==> src/hdl/ecm_pkg.sv <==
// ----------------------------------------------------------------------------
// ecm_pkg
// types, constants and helper functions of the chroma eye-map pipeline
// ----------------------------------------------------------------------------
`timescale 1ns / 1ps

package ecm_pkg;

  // field widths
  localparam int unsigned ByteW  = 8;
  localparam int unsigned NumW   = ByteW + 9;   // cb * 512
  localparam int unsigned ProdW  = 2 * ByteW;   // byte squared
  localparam int unsigned TsumW  = ByteW + 1;   // sum of the two square terms
  localparam int unsigned SumW   = ByteW + 2;   // sum of all three terms

  // full-scale byte value
  localparam logic [ByteW-1:0] FullScale = 8'd255;

  // floor(s / 3) as (s * 683) >> 11, exact for s up to 2047 / 3 * 3
  localparam logic [SumW-1:0] Div3Mul   = 10'd683;
  localparam int unsigned     Div3Shift = 11;

  // word handed from one divider cell to the next
  typedef struct packed {
    logic             valid;
    logic [NumW-1:0]  rem;    // partial remainder
    logic [ByteW-1:0] dvs;    // divisor, the cr byte
    logic [ByteW-1:0] quo;    // quotient bits found so far
    logic             sat;    // ratio term saturates at full scale
    logic [TsumW-1:0] tsum;   // both square terms already added
  } link_t;

  // floor(x / 255) for x up to 255 * 255, one estimate and one correction
  function automatic logic [ByteW-1:0] over_full(input logic [ProdW-1:0] x);
    logic [ProdW:0]   est_sum;
    logic [ByteW:0]   q0;
    logic [ProdW+1:0] back;
    logic [ProdW+1:0] r;
    logic [ByteW:0]   q1;
    est_sum = {1'b0, x} + {9'd0, x[ProdW-1:ByteW]};
    q0      = {1'b0, est_sum[ProdW-1:ByteW]};
    back    = {q0, 9'd0} - {9'd0, q0} - {q0, 9'd0} + ({q0, 9'd0} >> 1);
    r       = {2'b00, x} - back;
    q1      = (r >= 18'd255) ? q0 + 9'd1 : q0;
    return q1[ByteW-1:0];
  endfunction

endpackage

==> src/hdl/ecm_div_cell.sv <==
// ----------------------------------------------------------------------------
// ecm_div_cell
// one restoring division cell: finds a single quotient bit and passes on
// ----------------------------------------------------------------------------
`timescale 1ns / 1ps

module ecm_div_cell #(
  parameter int unsigned BIT = 0
) (
  input  logic           clk_i,
  input  logic           rst_ni,
  input  logic           en_i,
  input  ecm_pkg::link_t link_i,
  output ecm_pkg::link_t link_o
);

  logic [ecm_pkg::NumW-1:0] shifted;
  logic [ecm_pkg::NumW:0]   diff;
  logic                     take;
  ecm_pkg::link_t           nxt_d;
  logic                     valid_q;
  ecm_pkg::link_t           pay_q;

  // trial subtract of the divisor at this bit weight
  always_comb begin
    shifted = {{(ecm_pkg::NumW - ecm_pkg::ByteW){1'b0}}, link_i.dvs} << BIT;
    diff    = {1'b0, link_i.rem} - {1'b0, shifted};
    take    = !diff[ecm_pkg::NumW];
    nxt_d   = link_i;
    if (take) begin
      nxt_d.rem      = diff[ecm_pkg::NumW-1:0];
      nxt_d.quo[BIT] = 1'b1;
    end
  end

  // valid bit of this cell
  always_ff @(posedge clk_i or negedge rst_ni) begin
    if (!rst_ni) begin
      valid_q <= 1'b0;
    end else if (en_i) begin
      valid_q <= link_i.valid;
    end
  end

  // payload of this cell
  always_ff @(posedge clk_i) begin
    if (en_i) begin
      pay_q <= nxt_d;
    end
  end

  always_comb begin
    link_o       = pay_q;
    link_o.valid = valid_q;
  end

endmodule

==> src/hdl/eye_chroma_map_pixel.sv <==
// ----------------------------------------------------------------------------
// eye_chroma_map_pixel
// chroma eye-map value of one pixel from its cr and cb bytes
// ----------------------------------------------------------------------------
// Takes one pixel per clock when not stalled and passes it through
// one product stage, eight divider cells and one output stage. The ratio
// term cb * 512 / cr is worked out by a row of eight restoring division
// cells, one quotient bit per cell, and that row sets the latency; the two
// squared terms ride along in the same words. A stall on the output freezes
// the whole pipe, so in_stall_o follows out_stall_i while a word waits.
`timescale 1ns / 1ps

module eye_chroma_map_pixel (
  input  logic       clk_i,
  input  logic       rst_ni,
  input  logic       in_valid_i,
  output logic       in_stall_o,
  input  logic [7:0] cr_byte_i,
  input  logic [7:0] cb_byte_i,
  output logic       out_valid_o,
  input  logic       out_stall_i,
  output logic [7:0] eye_map_value_o
);

  localparam int unsigned Cells = ecm_pkg::ByteW;

  logic                            en;
  logic                            v1_q;
  logic [ecm_pkg::ProdW-1:0]       pcb_q;
  logic [ecm_pkg::ProdW-1:0]       pcr_q;
  logic [ecm_pkg::NumW-1:0]        num_q;
  logic [ecm_pkg::ByteW-1:0]       cr_q;
  logic                            sat_q;
  logic [ecm_pkg::ByteW-1:0]       inv_cr;
  ecm_pkg::link_t                  chain [Cells+1];
  logic [ecm_pkg::ByteW-1:0]       ratio;
  logic [ecm_pkg::SumW-1:0]        sum;
  logic [2*ecm_pkg::SumW-1:0]      prod3;
  logic                            out_valid_q;
  logic [ecm_pkg::ByteW-1:0]       value_q;

  // the pipe moves unless a finished word is held at the output
  assign en         = !(out_valid_q && out_stall_i);
  assign in_stall_o = !en;
  assign inv_cr     = ~cr_byte_i;

  // product stage: squares, dividend and saturation test
  always_ff @(posedge clk_i or negedge rst_ni) begin
    if (!rst_ni) begin
      v1_q <= 1'b0;
    end else if (en) begin
      v1_q <= in_valid_i;
    end
  end

  always_ff @(posedge clk_i) begin
    if (en) begin
      pcb_q <= {8'd0, cb_byte_i} * {8'd0, cb_byte_i};
      pcr_q <= {8'd0, inv_cr} * {8'd0, inv_cr};
      num_q <= {cb_byte_i, 9'd0};
      cr_q  <= cr_byte_i;
      // quotient above full scale, also covers zero red
      sat_q <= ({cb_byte_i, 1'b0} >= {1'b0, cr_byte_i});
    end
  end

  // word entering the divider row
  always_comb begin
    chain[0].valid = v1_q;
    chain[0].rem   = num_q;
    chain[0].dvs   = cr_q;
    chain[0].quo   = '0;
    chain[0].sat   = sat_q;
    chain[0].tsum  = {1'b0, ecm_pkg::over_full(pcb_q)}
                   + {1'b0, ecm_pkg::over_full(pcr_q)};
  end

  // row of division cells, most significant quotient bit first
  for (genvar i = 0; i < Cells; i++) begin : g_cell
    ecm_div_cell #(
      .BIT(Cells - 1 - i)
    ) u_cell (
      .clk_i (clk_i),
      .rst_ni(rst_ni),
      .en_i  (en),
      .link_i(chain[i]),
      .link_o(chain[i+1])
    );
  end

  // output stage: add the three terms and divide by three
  always_comb begin
    ratio = chain[Cells].sat ? ecm_pkg::FullScale : chain[Cells].quo;
    sum   = {1'b0, chain[Cells].tsum} + {2'b00, ratio};
    prod3 = {{ecm_pkg::SumW{1'b0}}, sum} * {{ecm_pkg::SumW{1'b0}}, ecm_pkg::Div3Mul};
  end

  always_ff @(posedge clk_i or negedge rst_ni) begin
    if (!rst_ni) begin
      out_valid_q <= 1'b0;
    end else if (en) begin
      out_valid_q <= chain[Cells].valid;
    end
  end

  always_ff @(posedge clk_i) begin
    if (en) begin
      value_q <= prod3[ecm_pkg::Div3Shift +: ecm_pkg::ByteW];
    end
  end

  assign out_valid_o     = out_valid_q;
  assign eye_map_value_o = value_q;

endmodule

==> config.mk <==
export PLATFORM = sky130hd
export DESIGN_NAME = eye_chroma_map_pixel
export DESIGN_NICKNAME = d
export VERILOG_FILES = /design/src/hdl/ecm_pkg.sv /design/src/hdl/ecm_div_cell.sv /design/src/hdl/eye_chroma_map_pixel.sv
export SDC_FILE = /design/constraint.sdc
export NUM_CORES = 1
export LEC_CHECK = 0
export BUFFER_PORTS_ARGS = -buffer_cell sky130_fd_sc_hd__buf_2
export CORE_MARGIN = 1.5
export CORE_UTILIZATION = 60
export CTS_CLUSTER_SIZE = 12
export DETAILED_ROUTE_END_ITERATION = 12
export PLACE_DENSITY_LB_ADDON = 0.08
export SKIP_CTS_REPAIR_TIMING = 1
export SLEW_MARGIN = 20
export SYNTH_ARGS = -nofsm -noshare
export SYNTH_HDL_FRONTEND = slang
export SYNTH_SLANG_ARGS = --single-unit
==> constraint.sdc <==
create_clock -name clk_i -period 30.3 [get_ports clk_i]
set_input_delay 1.515 -clock clk_i [delete_from_list [all_inputs] [get_ports clk_i]]
set_output_delay 1.515 -clock clk_i [all_outputs]
set_load 0.01 [all_outputs]
# --- Word-level counts from Yosys, hierarchy flattened ---
# Cells that the tools add are included.
word_totals:
  wordCells: 103
  out_inout_bits: 10
  register_bits: 358
  in_bits: 20
classes:
  n_addsub: 22
  bitwise: 1
  n_reduce_logical: 1
  n_lt_le_gt_ge: 3
  n_mux: 11
  mul: 3
ops:
  columns: ["cell", "n"]
  rows:
  - ["$mux 17", 7]
  - ["$sub 17x8->18", 3]
  - ["$add 18x16->18", 2]
  - ["$ge 18x8->1 const B", 2]
  - ["$sub 16x18->18", 2]
  - ["$sub 18x17->18", 2]
  - ["$add 16x8->16", 2]
  - ["$mul 8x8->16", 2]
  - ["$mux 8", 3]
  - ["$mul 10x10->19 const B", 1]
  - ["$sub 17x10->18", 1]
  - ["$sub 17x11->18", 1]
  - ["$sub 17x12->18", 1]
  - ["$sub 17x13->18", 1]
  - ["$sub 17x14->18", 1]
  - ["$sub 17x15->18", 1]
  - ["$sub 17x9->18", 1]
  - ["$add 8x1->8 const B", 2]
  - ["$add 9x8->10", 1]
  - ["$add 8x8->9", 1]
  - ["$ge 9x8->1", 1]
  - ["$not 8->8", 1]
  - ["$logic_and 1x1->1", 1]
  - ["$mux 1", 1]

# --- Longest topological paths before layout ---
logic_depth:
  word_depth: 8
  depth_mapped: 32
  depth_no_buf: 31

# --- By module ---
# Synthesis repeated with hierarchy kept, for this count alone.
unflattened:
  cells_unflattened: 2208
  area_unflattened_um2: 26427.8
by_module_without_submodules:
  columns: ["mod", "area_each_um2", "cells_each", "seq_area_each_um2", "instances"]
  rows:
  - ["eye_chroma_map_pixel", 10686.5, 1164, 1671.6, 1]
  - ["ecm_div_cell at g_cell[6].u_cell", 2030.7, 144, 1316.3, 1]
  - ["ecm_div_cell at g_cell[3].u_cell", 2013.2, 137, 1316.3, 1]
  - ["ecm_div_cell at g_cell[7].u_cell", 2005.7, 142, 1316.3, 1]
  - ["ecm_div_cell at g_cell[5].u_cell", 1995.7, 140, 1316.3, 1]
  - ["ecm_div_cell at g_cell[4].u_cell", 1994.4, 130, 1316.3, 1]
  - ["ecm_div_cell at g_cell[1].u_cell", 1949.4, 118, 1316.3, 1]
  - ["ecm_div_cell at g_cell[2].u_cell", 1921.8, 119, 1316.3, 1]
  - ["ecm_div_cell at g_cell[0].u_cell", 1830.5, 114, 1316.3, 1]

# --- Least setup slack after synthesis ---
# OpenSTA, ideal clock, no wires.
synth_timing:
  path_type: "input to output"
  startpoint: "in out_stall_i"
  endpoint: "out in_stall_o"
  arrival_ns: 11.365
  path_buffers: 1
  required_ns: 28.785
  slack_ns: 17.420
  stages: 3
  path_cell_list: "nand2_1 -> clkbuf_1 -> inv_1"
synth_between:
  elab_chain_cells: 1
synth_lines:
  columns: ["element", "line_no", "text"]
  rows:
  - ["from (decl)", "eye_chroma_map_pixel.sv:21", "input logic out_stall_i,"]
  - ["$logic_and 1x1->1", "eye_chroma_map_pixel.sv:43", "assign en = !(out_valid_q && out_stall_i);"]
  - ["to (decl)", "eye_chroma_map_pixel.sv:17", "output logic in_stall_o,"]
# Every way passes these cells.

==> parameters.txt <==
Parameter                              Value

Run status
  Outcome ... completed

Logic synthesis
  Proportion of synthesized chip area in sequential cells ... 0.430
  Dominant synthesized flop cell ... edfxtp_1
  Synth Cell Area ... approximately 0.023 mm^2
  Synth top area share ... 0.419
  EDFF count, synth ... approximately 320
  Library cell occupying the most area in the post-synthesis netlist ... edfxtp_1
  Avg Synthesized Cell Area ... between 10 and 15 um^2
  Seq cells post-synth ... 327
  Cells taking the most area after synthesis ... edfxtp_1, ha_1, fa_1
  Number of warnings reported in the yosys synthesis log ... 0
  Cells after Synth ... roughly 2,000
  Async SR Flop Fraction ... 0.0306
  Count of distinct cell types in the synthesized netlist ... 84

Die
  Die area ... slightly below 0.04 mm^2
  Die span in y ... 198 um
  Die boundary width ... 198 um
  Placement row count ... 71
  Number of placed I/O pins ... 30
  Starting Density ... 0.606
  Core area ... roughly 0.037 mm^2

Final layout
  Number of nets at the end of the flow ... 2,466
  Share of the core filled with cells in the final layout ... 0.654
  Number of fill cells ... just under 3,000
  Area overhead of the layout relative to synthesis ... 7.97%
  FF+latch area ... 0.00977 mm^2
  Share of cells above drive strength 1 ... 0.0735
  Area of the multi-input gates ... approximately 0.012 mm^2
  Final non-filler cell total ... ~2,600
  Antenna diodes ... 0

Critical path
  Maximum single-stage delay on the critical path ... about 0.69 ns
  Library cell contributing the largest single delay on the critical path ... a2111oi_4
  Startpoint types ... flip-flop
  Data arrival, critical path ... approximately 8.5 ns
  Req. time, crit path ... between 30 and 40 ns
  Top fanout value on the critical path ... 11
  Type of the setup path with the least slack ... flip-flop to flip-flop
  Worst Setup End Kind ... flip-flop
  Register-to-Register Setup Slack ... approximately 22 ns

Placed design
  Post-Place Worst Slack ... ~22 ns
  Placer congestion estimate ... approximately 0.86
  Quantity of I/O buffers inserted on ports ... 29
  Placed wire-length estimate ... approximately 31,000 um
  Total placed cells including tap cells ... between 2,000 and 3,000

Timing
  Minimum clock period ... between 8 and 9 ns
  Worst setup slack after layout ... roughly 22 ns
  Final-report max-slew violation count ... 0
  Peak clock frequency supported by timing ... about 120 MHz
  Layout Skew ... 0.0132 ns
  Total setup violations reported at the end of the flow ... 0
  Actual transition at the worst max-transition pin ... approximately 1.1 ns
  Period Utilization, post-route ... 0.272
  Setup repair after global routing missed its margin ... false
  Final TNS setup ... 0 ns
  Number of hold-slack violations in the final timing report ... 0
  Max-Slew Margin vs Limit ... 0.284

Clock network
  Cts bufs inserted ... 36
  H-tree depth ... 2
  Number of buffers between clock root and the deepest sink ... 3
  TritonCTS sink count ... ~330
  Clock tree from TritonCTS ... built
  Skew-Pair Late Insertion Delay ... slightly above 0.5 ns
  Root Buffer Master ... clkbuf_16
  Worst-path clk slew ... approximately 0.060 ns

Global routing
  Leftover overflow at the end of global routing ... 0
  Via count of the first global-routing pass ... 14,624
  Largest net degree at the start of global routing ... 88
  Global router's overall resource usage ... 0.214
  Global-route wire length before repair ... about 68,000 um
  Initial antenna violation count ... 0

Hold path
  Hold/Removal Path Class ... flip-flop to flip-flop

Detailed routing
  Number of detailed-routing iterations run before antenna repair ... 6
  Number of vias after detailed routing ... approximately 14,000
  Count of antenna-violating nets left after detailed routing ... 0
  Via-to-Cell Ratio ... around 5.5
  DRC ... 0
  Routed WL per cell ... between 15 and 20 um
  Routed WL ... 39,800 um
  Drt initial violations ... ~700

Run
  Max_cap viols ... 0
==> layer usage <==
metal | wire, um | share of wire | vias up | GRT usage
li1 | - | - | 7282 | -
met1 | 17100 | 0.43 | 6819 | 0.260
met2 | 20500 | 0.52 | 203 | 0.393
met3 | 1080 | 0.027 | 73 | 0.0249
met4 | 1120 | 0.028 | 0 | 0.0710
met5 | 0 | 0 | - | 0
==> layout by cell type, fill, tap and decap left out, types with 5 or more instances in the layout <==
| cell | instances |
|---|---|
| a211oi_1 | 15 |
| a21boi_0 | 18 |
| a21o_1 | 20 |
| a21oi_1 | 95 |
| a31oi_1 | 8 |
| and2_1 | 27 |
| and3_1 | 10 |
| buf_2 | 29 |
| buf_4 | 8 |
| clkbuf_1 | 9 |
| clkbuf_16 | 36 |
| clkinv_1 | 5 |
| dfrtp_1 | 10 |
| edfxtp_1 | 317 |
| fa_1 | 95 |
| ha_1 | 264 |
| inv_1 | 274 |
| mux2_2 | 26 |
| nand2_1 | 122 |
| nand2b_1 | 25 |
| nand3_1 | 23 |
| nand4_1 | 9 |
| nor2_1 | 136 |
| nor2b_1 | 41 |
| nor3_1 | 37 |
| nor3b_1 | 7 |
| nor4_1 | 11 |
| nor4b_1 | 5 |
| o2111ai_1 | 5 |
| o211ai_1 | 10 |
| o21a_1 | 34 |
| o21ai_0 | 79 |
| o21bai_1 | 8 |
| o31ai_1 | 15 |
| or2_2 | 23 |
| or3_1 | 11 |
| xnor2_1 | 97 |
| xor2_1 | 43 |
==> cell type report <==
| cell class | instances | area share |
|---|---|---|
| sequential | 327 | 0.398 |
| tap | 511 | 0.0261 |
| inverter | 275 | 0.0421 |
| timing repair buffer | 37 | 0.00836 |
| clock buffer | 49 | 0.0403 |
| clock inverter | 11 | 0.00367 |
| multi-input combinational | 1410 | 0.481 |
==> worst paths after layout <==
kind	end	from	depth (start not counted)
worst max-delay path	g_cell[0].u_cell.link_o[8]$_DFFE_PN_	pcr_q[11]$_DFFE_PN_	28
worst min-delay path	g_cell[7].u_cell.link_o[2]$_DFFE_PN_	g_cell[6].u_cell.link_o[2]$_DFFE_PN_	0
worst max register to register	g_cell[0].u_cell.link_o[8]$_DFFE_PN_	pcr_q[11]$_DFFE_PN_	28
worst min register to register	g_cell[7].u_cell.link_o[2]$_DFFE_PN_	g_cell[6].u_cell.link_o[2]$_DFFE_PN_	0
max in group asynchronous	g_cell[0].u_cell.valid_q$_DFFE_PN0N_	rst_ni	1
min in group asynchronous	g_cell[4].u_cell.valid_q$_DFFE_PN0N_	rst_ni	1
==> worst max-delay path, delay by kind of cell (launching register included) <==
family | cells | cell delay [ns]
xor gates and xnor gates | 2 | 0.77
and+or+nand+nor | 9 | 1.83
AOI/OAI and AO/OA | 10 | 2.36
adders and majority gates | 5 | 2.00
DFF | 1 | 0.49
muxes | 1 | 0.38
buffers and inverters | 1 | 0.17
==> through the flow <==
step	hold slack (ns)	instance area, um^2
3_5_place_dp	0.405	23500
4_1_cts	0.404	24500
3_3_place_gp	0.402	23500
6_report	0.407	24500
5_1_grt	0.413	24500
2_1_floorplan	0.400	22700
==> cell usage after synthesis, types with 11 or more instances <==
cell type    n
or3_1       11
nand2b_1    25
nand2_1    123
a21boi_0    18
and2_1      27
a211oi_1    15
nor4_1      11
o21ai_0     79
a21o_1      20
fa_1        95
nor2_1     136
or2_2       23
mux2_2      26
o31ai_1     15
inv_1      274
xnor2_1     97
o21a_1      34
edfxtp_1   317
ha_1       264
xor2_1      43
nor2b_1     41
nand3_1     23
clkbuf_1    22
nor3_1      37
a21oi_1     95
==> kinds of logic after synthesis <==
family / count (synthesis) / share of synthesized area
AND/OR/NAND/NOR: 508 / 0.112
XOR/XNOR: 140 / 0.0540
buffers and inverters: 304 / 0.0511
adder cells (fa/ha/maj): 359 / 0.229
flip-flops: 327 / 0.430
multiplexers: 30 / 0.0147
other: 2 / 0.000331
AO/OA/AOI/OAI: 369 / 0.109
==> state kept, by name, summed over array words and instances (netlist names) <==
signal                 cells
v1_q                       1
pcr_q                     15
out_valid_o                1
cr_q                       8
eye_map_value_o            8
num_q                      7
g_cell.u_cell.valid_q      8
pcb_q                     15
sat_q                      1
g_cell.u_cell.link_o     263
Power is left out: the tool's default activity adds up to more than one toggle a clock period on the data nets, which glitch-free logic cannot reach.
